==> config.mk <==
export PLATFORM = sky130hd
export DESIGN_NAME = date_difference_days_top
export DESIGN_NICKNAME = d
export VERILOG_FILES = /design/src/hw/rtl/datediff_pkg.sv /design/src/hw/rtl/datediff_ordinal.sv /design/src/hw/rtl/date_difference_days_top.sv
export SDC_FILE = /design/constraint.sdc
export NUM_CORES = 1
export LEC_CHECK = 0
export BUFFER_PORTS_ARGS = -buffer_cell sky130_fd_sc_hd__buf_2
export CAP_MARGIN = 10
export CORE_ASPECT_RATIO = 0.9
export CORE_MARGIN = 2
export CORE_UTILIZATION = 59
export DETAILED_ROUTE_END_ITERATION = 7
export PLACE_DENSITY = 0.89
export SLEW_MARGIN = 20
export SYNTH_ARGS = -nofsm -noshare
export SYNTH_HDL_FRONTEND = slang
export SYNTH_SLANG_ARGS = --single-unit
==> constraint.sdc <==
create_clock -name clock -period 5.2 [get_ports clock]
set_clock_uncertainty 0.1 [all_clocks]
set_input_delay 0.52 -clock clock [delete_from_list [all_inputs] [get_ports clock]]
set_output_delay 0.52 -clock clock [all_outputs]
set_load 0.01 [all_outputs]
==> src/hw/rtl/datediff_pkg.sv <==
// Shared types and constants for the date difference pipeline.
// No dependencies; imported by datediff_ordinal and date_difference_days_top.
package datediff_pkg;

   localparam int YEAR_W  = 14;
   localparam int MONTH_W = 4;
   localparam int DAY_W   = 5;
   localparam int COUNT_W = 23;

   localparam int REQ_DATA_W = 48;
   localparam int RSP_DATA_W = 24;

   // months before March get no leap day
   localparam logic [MONTH_W-1:0] MONTH_JAN = 4'd1;
   localparam logic [MONTH_W-1:0] MONTH_FEB = 4'd2;
   localparam logic [MONTH_W-1:0] MONTH_DEC = 4'd12;

   // floor(n / 100) = (n * DIV100_MUL) >> DIV100_SHIFT, exact for n < 43690
   localparam int DIV100_MUL_W = 13;
   localparam logic [DIV100_MUL_W-1:0] DIV100_MUL = 13'd5243;
   localparam int DIV100_SHIFT = 19;
   localparam int QUOT_W       = 8;
   localparam logic [YEAR_W-1:0] CENTURY = 14'd100;
   localparam logic [YEAR_W-1:0] REM_LAST = 14'd99;
   localparam logic [YEAR_W-1:0] DAYS_PER_YEAR = 14'd365;

   localparam int MONTH_DAYS_W = 9;

   typedef struct packed {
      logic s1;
      logic s2;
      logic s3;
      logic s4;
   } stage_en_type;

   function automatic logic [MONTH_DAYS_W-1:0] days_before_month(
      input logic [MONTH_W-1:0] m
   );
      logic [MONTH_DAYS_W-1:0] r;
      case (m)
         4'd1:    r = 9'd0;
         4'd2:    r = 9'd31;
         4'd3:    r = 9'd59;
         4'd4:    r = 9'd90;
         4'd5:    r = 9'd120;
         4'd6:    r = 9'd151;
         4'd7:    r = 9'd181;
         4'd8:    r = 9'd212;
         4'd9:    r = 9'd243;
         4'd10:   r = 9'd273;
         4'd11:   r = 9'd304;
         4'd12:   r = 9'd334;
         default: r = 9'd0;
      endcase
      return r;
   endfunction

endpackage

==> src/hw/rtl/datediff_ordinal.sv <==
// Four-stage datapath turning one year/month/day into its ordinal day number.
// Uses datediff_pkg; stage loads come from the top level's flow control.
module datediff_ordinal #(
   parameter int YEAR_MAX = 9999,
   parameter int ORD_W    = 22
) (
   input  logic                           clock,
   input  datediff_pkg::stage_en_type     stage_en,
   input  logic [datediff_pkg::YEAR_W-1:0]  year,
   input  logic [datediff_pkg::MONTH_W-1:0] month,
   input  logic [datediff_pkg::DAY_W-1:0]   day,
   output logic [ORD_W-1:0]               ordinal
);
   import datediff_pkg::*;

   localparam int YEAR_TOP = (YEAR_MAX < (2 ** YEAR_W) - 1) ? YEAR_MAX : (2 ** YEAR_W) - 1;
   localparam int PROD_W   = YEAR_W + DIV100_MUL_W;

   // stage 1: clamped fields, n = year - 1
   logic [YEAR_W-1:0]  n1_ff, n1_in;
   logic [MONTH_W-1:0] m1_ff, m1_in;
   logic [DAY_W-1:0]   d1_ff;
   // stage 2: centuries and n * 365
   logic [YEAR_W-1:0]  n2_ff;
   logic [MONTH_W-1:0] m2_ff;
   logic [DAY_W-1:0]   d2_ff;
   logic [QUOT_W-1:0]  q2_ff;
   logic [ORD_W-1:0]   n365_ff;
   logic [PROD_W-1:0]  prod;
   // stage 3: days of earlier years, days of earlier months plus day
   logic [ORD_W-1:0]        years_ff, years_in;
   logic [MONTH_DAYS_W-1:0] months_ff, months_in;
   logic [YEAR_W-1:0]       rem;
   logic                    leap;
   // stage 4
   logic [ORD_W-1:0] ord_ff;

   logic [YEAR_W-1:0] y_clamp;

   always_comb begin
      y_clamp = year;
      if (year == '0) begin
         y_clamp = YEAR_W'(1);
      end
      if (int'(year) > YEAR_TOP) begin
         y_clamp = YEAR_W'(YEAR_TOP);
      end
      n1_in = y_clamp - YEAR_W'(1);
      m1_in = month;
      if (month < MONTH_JAN) begin
         m1_in = MONTH_JAN;
      end
      if (month > MONTH_DEC) begin
         m1_in = MONTH_DEC;
      end
   end

   always_ff @(posedge clock) begin
      if (stage_en.s1) begin
         n1_ff <= n1_in;
         m1_ff <= m1_in;
         d1_ff <= day;
      end
   end

   assign prod = PROD_W'(n1_ff) * PROD_W'(DIV100_MUL);

   always_ff @(posedge clock) begin
      if (stage_en.s2) begin
         n2_ff   <= n1_ff;
         m2_ff   <= m1_ff;
         d2_ff   <= d1_ff;
         q2_ff   <= prod[DIV100_SHIFT +: QUOT_W];
         n365_ff <= ORD_W'(n1_ff) * ORD_W'(DAYS_PER_YEAR);
      end
   end

   // year = n + 1 is leap when n % 4 == 3, except n % 100 == 99 needs n % 400 == 399
   always_comb begin
      rem = n2_ff - YEAR_W'(q2_ff) * CENTURY;
      if (rem == REM_LAST) begin
         leap = (q2_ff[1:0] == 2'b11);
      end else begin
         leap = (n2_ff[1:0] == 2'b11);
      end
      years_in = n365_ff + ORD_W'(n2_ff >> 2) - ORD_W'(q2_ff) + ORD_W'(q2_ff >> 2);
      months_in = days_before_month(m2_ff) + MONTH_DAYS_W'(d2_ff)
                + MONTH_DAYS_W'(leap && (m2_ff > MONTH_FEB));
   end

   always_ff @(posedge clock) begin
      if (stage_en.s3) begin
         years_ff  <= years_in;
         months_ff <= months_in;
      end
   end

   always_ff @(posedge clock) begin
      if (stage_en.s4) begin
         ord_ff <= years_ff + ORD_W'(months_ff);
      end
   end

   assign ordinal = ord_ff;

endmodule

==> src/hw/rtl/date_difference_days_top.sv <==
// Top level of the date difference block: stream ports, flow control, subtract stage.
// Uses datediff_pkg and two datediff_ordinal pipelines.

// Days between two Gregorian dates. Each request carries a start and an end
// date; the response is the signed day count from start to end (negative when
// the end date is earlier), leap years by the 4/100/400 rule. Years are
// clamped to 1..YEAR_MAX and months to 1..12; the day is added unchecked, so
// day 0 is the last day of the month before. One transfer is taken every
// cycle while req_tready is high; each result passes through five register
// stages (clamp, divide by 100 and multiply by 365, year and month
// sums, ordinal add, subtract). Each stage holds its item while the next is
// full, so bubbles close up and a stalled response does not stop new requests
// until the pipeline is full.
module date_difference_days_top #(
   parameter int YEAR_MAX = 9999
) (
   input  logic                                clock,
   input  logic                                reset,
   input  logic                                req_tvalid,
   output logic                                req_tready,
   // start_year, start_month, start_day, end_year, end_month, end_day, zero pad
   input  logic [datediff_pkg::REQ_DATA_W-1:0] req_tdata,
   output logic                                rsp_tvalid,
   input  logic                                rsp_tready,
   // day_count (signed), zero pad
   output logic [datediff_pkg::RSP_DATA_W-1:0] rsp_tdata
);
   import datediff_pkg::*;

   localparam int YEAR_TOP = (YEAR_MAX < (2 ** YEAR_W) - 1) ? YEAR_MAX : (2 ** YEAR_W) - 1;
   localparam int ORD_W    = $clog2(YEAR_TOP * 366 + 32);
   localparam int DIFF_W   = (ORD_W + 1 > COUNT_W) ? ORD_W + 1 : COUNT_W;

   localparam int SY_LO = 0;
   localparam int SM_LO = SY_LO + YEAR_W;
   localparam int SD_LO = SM_LO + MONTH_W;
   localparam int EY_LO = SD_LO + DAY_W;
   localparam int EM_LO = EY_LO + YEAR_W;
   localparam int ED_LO = EM_LO + MONTH_W;

   logic [4:0] valid_ff, valid_in;
   logic [4:0] ready;
   stage_en_type stage_en;

   logic [ORD_W-1:0]   start_ord, end_ord;
   logic [COUNT_W-1:0] count_ff;
   logic [DIFF_W-1:0]  diff;

   // a stage loads when it is empty or its successor takes its item this cycle
   always_comb begin
      ready[4] = !valid_ff[4] || rsp_tready;
      for (int i = 3; i >= 0; i--) begin
         ready[i] = !valid_ff[i] || ready[i+1];
      end
      valid_in[0] = ready[0] ? req_tvalid : valid_ff[0];
      for (int i = 1; i < 5; i++) begin
         valid_in[i] = ready[i] ? valid_ff[i-1] : valid_ff[i];
      end
      stage_en.s1 = ready[0];
      stage_en.s2 = ready[1];
      stage_en.s3 = ready[2];
      stage_en.s4 = ready[3];
   end

   always_ff @(posedge clock) begin
      if (reset) begin
         valid_ff <= '0;
      end else begin
         valid_ff <= valid_in;
      end
   end

   datediff_ordinal #(
      .YEAR_MAX (YEAR_MAX),
      .ORD_W    (ORD_W)
   ) u_start (
      .clock    (clock),
      .stage_en (stage_en),
      .year     (req_tdata[SY_LO +: YEAR_W]),
      .month    (req_tdata[SM_LO +: MONTH_W]),
      .day      (req_tdata[SD_LO +: DAY_W]),
      .ordinal  (start_ord)
   );

   datediff_ordinal #(
      .YEAR_MAX (YEAR_MAX),
      .ORD_W    (ORD_W)
   ) u_end (
      .clock    (clock),
      .stage_en (stage_en),
      .year     (req_tdata[EY_LO +: YEAR_W]),
      .month    (req_tdata[EM_LO +: MONTH_W]),
      .day      (req_tdata[ED_LO +: DAY_W]),
      .ordinal  (end_ord)
   );

   // wrap to the output width in two's complement
   assign diff = DIFF_W'(end_ord) - DIFF_W'(start_ord);

   always_ff @(posedge clock) begin
      if (ready[4]) begin
         count_ff <= diff[COUNT_W-1:0];
      end
   end

   assign req_tready = ready[0];
   assign rsp_tvalid = valid_ff[4];
   assign rsp_tdata  = {{(RSP_DATA_W - COUNT_W){1'b0}}, count_ff};

endmodule
==> impl_metrics.json <==
{
  "grt_usage": 0.2638,
  "drive_above_1_share": 0.1521,
  "violations": "negative setup slack",
  "n_antenna_cell": 0,
  "rows": 76,
  "max-slew-margin-rel": 0.2957,
  "rsz0062_at_grt": "true",
  "critPathRequiredTime_ns": 5.40,
  "viasPerCell": 5.675,
  "area.growth.synth_to_final_pct": 15.94,
  "clock_latency_ns": 0.54,
  "synth_seq_cells": 300,
  "path_max_fanout": 3,
  "clock-root-buffer": "clkbuf_16",
  "grt_max_degree": 63,
  "grt_overflow": 0,
  "finalMaxSlewViolations": 0,
  "whs_ns": 0.06886,
  "worst_pin_slew_ns": 1.027,
  "synth.cell_area_um2": 28450,
  "die_x_um": 235.5,
  "clock-sinks": 300,
  "final_util": 0.6911,
  "cap_viol_max_count": 0,
  "hold_violations": 0,
  "initial_core_util": 0.5960,
  "syn-num-nets": 3431,
  "drtPass1Iterations": 5,
  "grt_pass1_wl_um": 106100,
  "arrival_ns": 5.80,
  "hpwl_um": 50920,
  "synthCells": 2656,
  "worstSetupPathType": "flip-flop to flip-flop",
  "finalSetupViolCount": 17,
  "gp_congestion": 0.9529,
  "reg2reg_from": "u_end.q2_ff[2]$_DFFE_PN_",
  "fmax_mhz": 178.7,
  "nFillCells": 3195,
  "dr_total_vias": 20410,
  "reg2regPathDepth": 25,
  "die_h_um": 212.3,
  "crit_path_end": "u_end.months_ff[8]$_DFFE_PP_",
  "dieArea_um2": 50000,
  "drt_iter0_drc": 1527,
  "r2r_end": "u_end.months_ff[8]$_DFFE_PP_",
  "ys.flop_type": "edfxtp_1",
  "wl_per_cell_um": 18.47,
  "hold_class": "input port to flip-flop",
  "period_minus_slack_ns": 5.597,
  "antenna_left": 0,
  "synth_edf_count": 277,
  "crit_start": "u_end.q2_ff[2]$_DFFE_PN_",
  "ys_seq_area_frac": 0.3085,
  "tritoncts": "done",
  "drc_errors": 0,
  "status": "complete, but fails checks",
  "layout_setup_ws_ns": -0.3973,
  "antenna_found_initial": 0,
  "portBuffers": 74,
  "synthArstFlopShare": 0,
  "first_global_vias": 21450,
  "drt_wl_total_um": 66410,
  "end_kind": "flip-flop",
  "clockBufferDepth": 3,
  "htreeDepth": 2,
  "reg2reg_setup_slack_ns": -0.40,
  "syn_area_per_cell_um2": 10.71,
  "core_area_um2": 47740,
  "cts_inserted_buffers": 34,
  "post-route-period-util": 1.076,
  "path_clk_slew_ns": 0.07,
  "ioPinCount": 78,
  "startpoint_type": "flip-flop",
  "finalNetCount": 3723,
  "yosys_warnings": 0,
  "ys_types": 72
}
==> registers in the layout, indices dropped and copies added, names as in the netlist, 8 cells and up, named ones only <==
signal             cells
u_end.ordinal         22
u_start.n365_ff       22
u_start.months_ff      9
u_start.n2_ff         12
u_end.q2_ff            8
u_start.ordinal       22
u_end.n1_ff           14
u_end.n2_ff           12
u_start.years_ff      22
u_start.q2_ff          8
u_end.months_ff        9
u_end.years_ff        22
u_end.n365_ff         22
count_ff              23
u_start.n1_ff         14
==> critical path: stages (launching register included) <==
cell and delay [ns]:
edfxtp_1 0.47, ha_4 0.29, ha_4 0.23, fa_1 0.55
ha_4 0.22, nor2b_4 0.13, o21ai_2 0.16, nand2b_1 0.11
a21o_1 0.20, a21oi_2 0.14, xor2_1 0.16, ha_1 0.28
inv_2 0.10, nand2_4 0.06, o221a_4 0.21, nand4_1 0.13
nor4b_4 0.06, a31o_2 0.25, fa_2 0.37, fa_2 0.36
nor2b_1 0.15, o21ai_1 0.09, nand2b_1 0.11, a21o_1 0.16
nand4_1 0.11, xnor2_1 0.15
==> cells in the mapped netlist, drive strengths merged (27+ instances only) <==
library cell    n  area [um2]
fa            251        5025
a21o           33       247.7
o21ai          80       404.1
inv           564        2117
nand2         103       386.6
nor3           53       265.3
a21oi         107       535.5
ha            472        5906
xnor2         129        1130
nor2          125       471.7
nor2b          28       182.7
edfxtp        277        8318
xor2           59       516.8
o21a           27       202.7
nand3          49       245.2
==> metrics by stage <==
stage / cells / setup TNS (ns) / area [um2] / setup WS [ns]
final: 3596 / -2.920 / 32990 / -0.3973
after global routing: 3596 / -6.110 / 32990 / -0.5413
after CTS: 3573 / -0.4466 / 32320 / -0.1253
after detailed placement: 3486 / -2.268 / 30690 / -0.2728
after global placement: 3486 / -0.7424 / 30690 / -0.2013
after floorplan: 2656 / -0.009172 / 28500 / -0.009172
==> metal layers <==
metal	global-route usage	share of wire	vias up
met5	0	0	-
met4	0.06501	0.028	0
met3	0.03337	0.056	148
met2	0.4649	0.49	774
met1	0.3486	0.43	9963
li1	-	-	9523
==> cell type report <==
cell class / count / area (um2) / area share
Multi-Input combinational cell: 1779 / 18290 / 0.5545
Sequential cell: 300 / 8778 / 0.2661
Inverter: 564 / 2120 / 0.06425
Timing Repair Buffer: 269 / 1898 / 0.05754
Clock buffer: 48 / 964.7 / 0.02924
Tap cell: 624 / 780.7 / 0.02367
Clock inverter: 12 / 153.9 / 0.004665
==> how the worst min path moves through the flow <==
stage,startpoint,to,slack (ns),cells past startpoint
after floorplan,u_end.d1_ff[0]$_DFFE_PP_,u_end.d2_ff[0]$_DFFE_PN_,0.30,0
after global placement,u_end.d1_ff[1]$_DFFE_PP_,u_end.d2_ff[1]$_DFFE_PN_,0.30,0
after detailed placement,u_start.d1_ff[0]$_DFFE_PP_,u_start.d2_ff[0]$_DFFE_PN_,0.31,0
after CTS,req_tdata[20],u_start.d1_ff[2]$_DFFE_PP_,0.05,1
after global routing,req_tdata[20],u_start.d1_ff[2]$_DFFE_PP_,0.06,1
final,req_tdata[20],u_start.d1_ff[2]$_DFFE_PP_,0.07,1
==> repair_timing <==
item | in CTS | in global routing
resized for setup | 51 | 96
buffers inserted | 28 | 23
hold buffers | 0 | 0
pin swaps | 53 | 84
hold endpoints to repair | 0 | 0
endpoints found under the setup margin | 19 | 34
==> kinds of logic (layout without fill, tap and decap cells) <==
| kind of cell | Yosys count | after routing | synth area share |
|---|---|---|---|
| adders and majority gates | 723 | 723 | 0.3842 |
| buffers and inverters | 577 | 893 | 0.07639 |
| and+or+nand+nor | 476 | 476 | 0.08157 |
| AOI/OAI and AO/OA | 374 | 374 | 0.08505 |
| DFF | 300 | 300 | 0.3085 |
| xor gates and xnor gates | 188 | 188 | 0.05787 |
| muxes | 17 | 17 | 0.006288 |
| other | 1 | 1 | 0.0001318 |
==> placed cells by master (no fill, tap or decap), types with 15 or more instances in the layout <==
master     netlist  routed
a21o_1          33      33
a21oi_1        107      94
a31oi_1         16      16
and2_1          19      17
and3_1          17      17
buf_2            3      74
buf_4            1     178
buf_6            0      17
clkbuf_16        0      35
dfxtp_1         23      23
edfxtp_1       277     277
fa_1           251     238
ha_1           472     432
ha_4             0      32
inv_1          563     554
nand2_1        103      99
nand2b_1        24      24
nand3_1         49      45
nand4_1         15      15
nor2_1         124     122
nor2b_1         27      22
nor3_1          53      50
o211ai_1        16      16
o21a_1          27      27
o21ai_0         68      59
o21ai_1         11      17
or3_1           17      17
xnor2_1        129     126
xor2_1          59      58
Power is not shown: default switching activity piles up to over one toggle a cycle in this logic, so the estimate is an artifact.
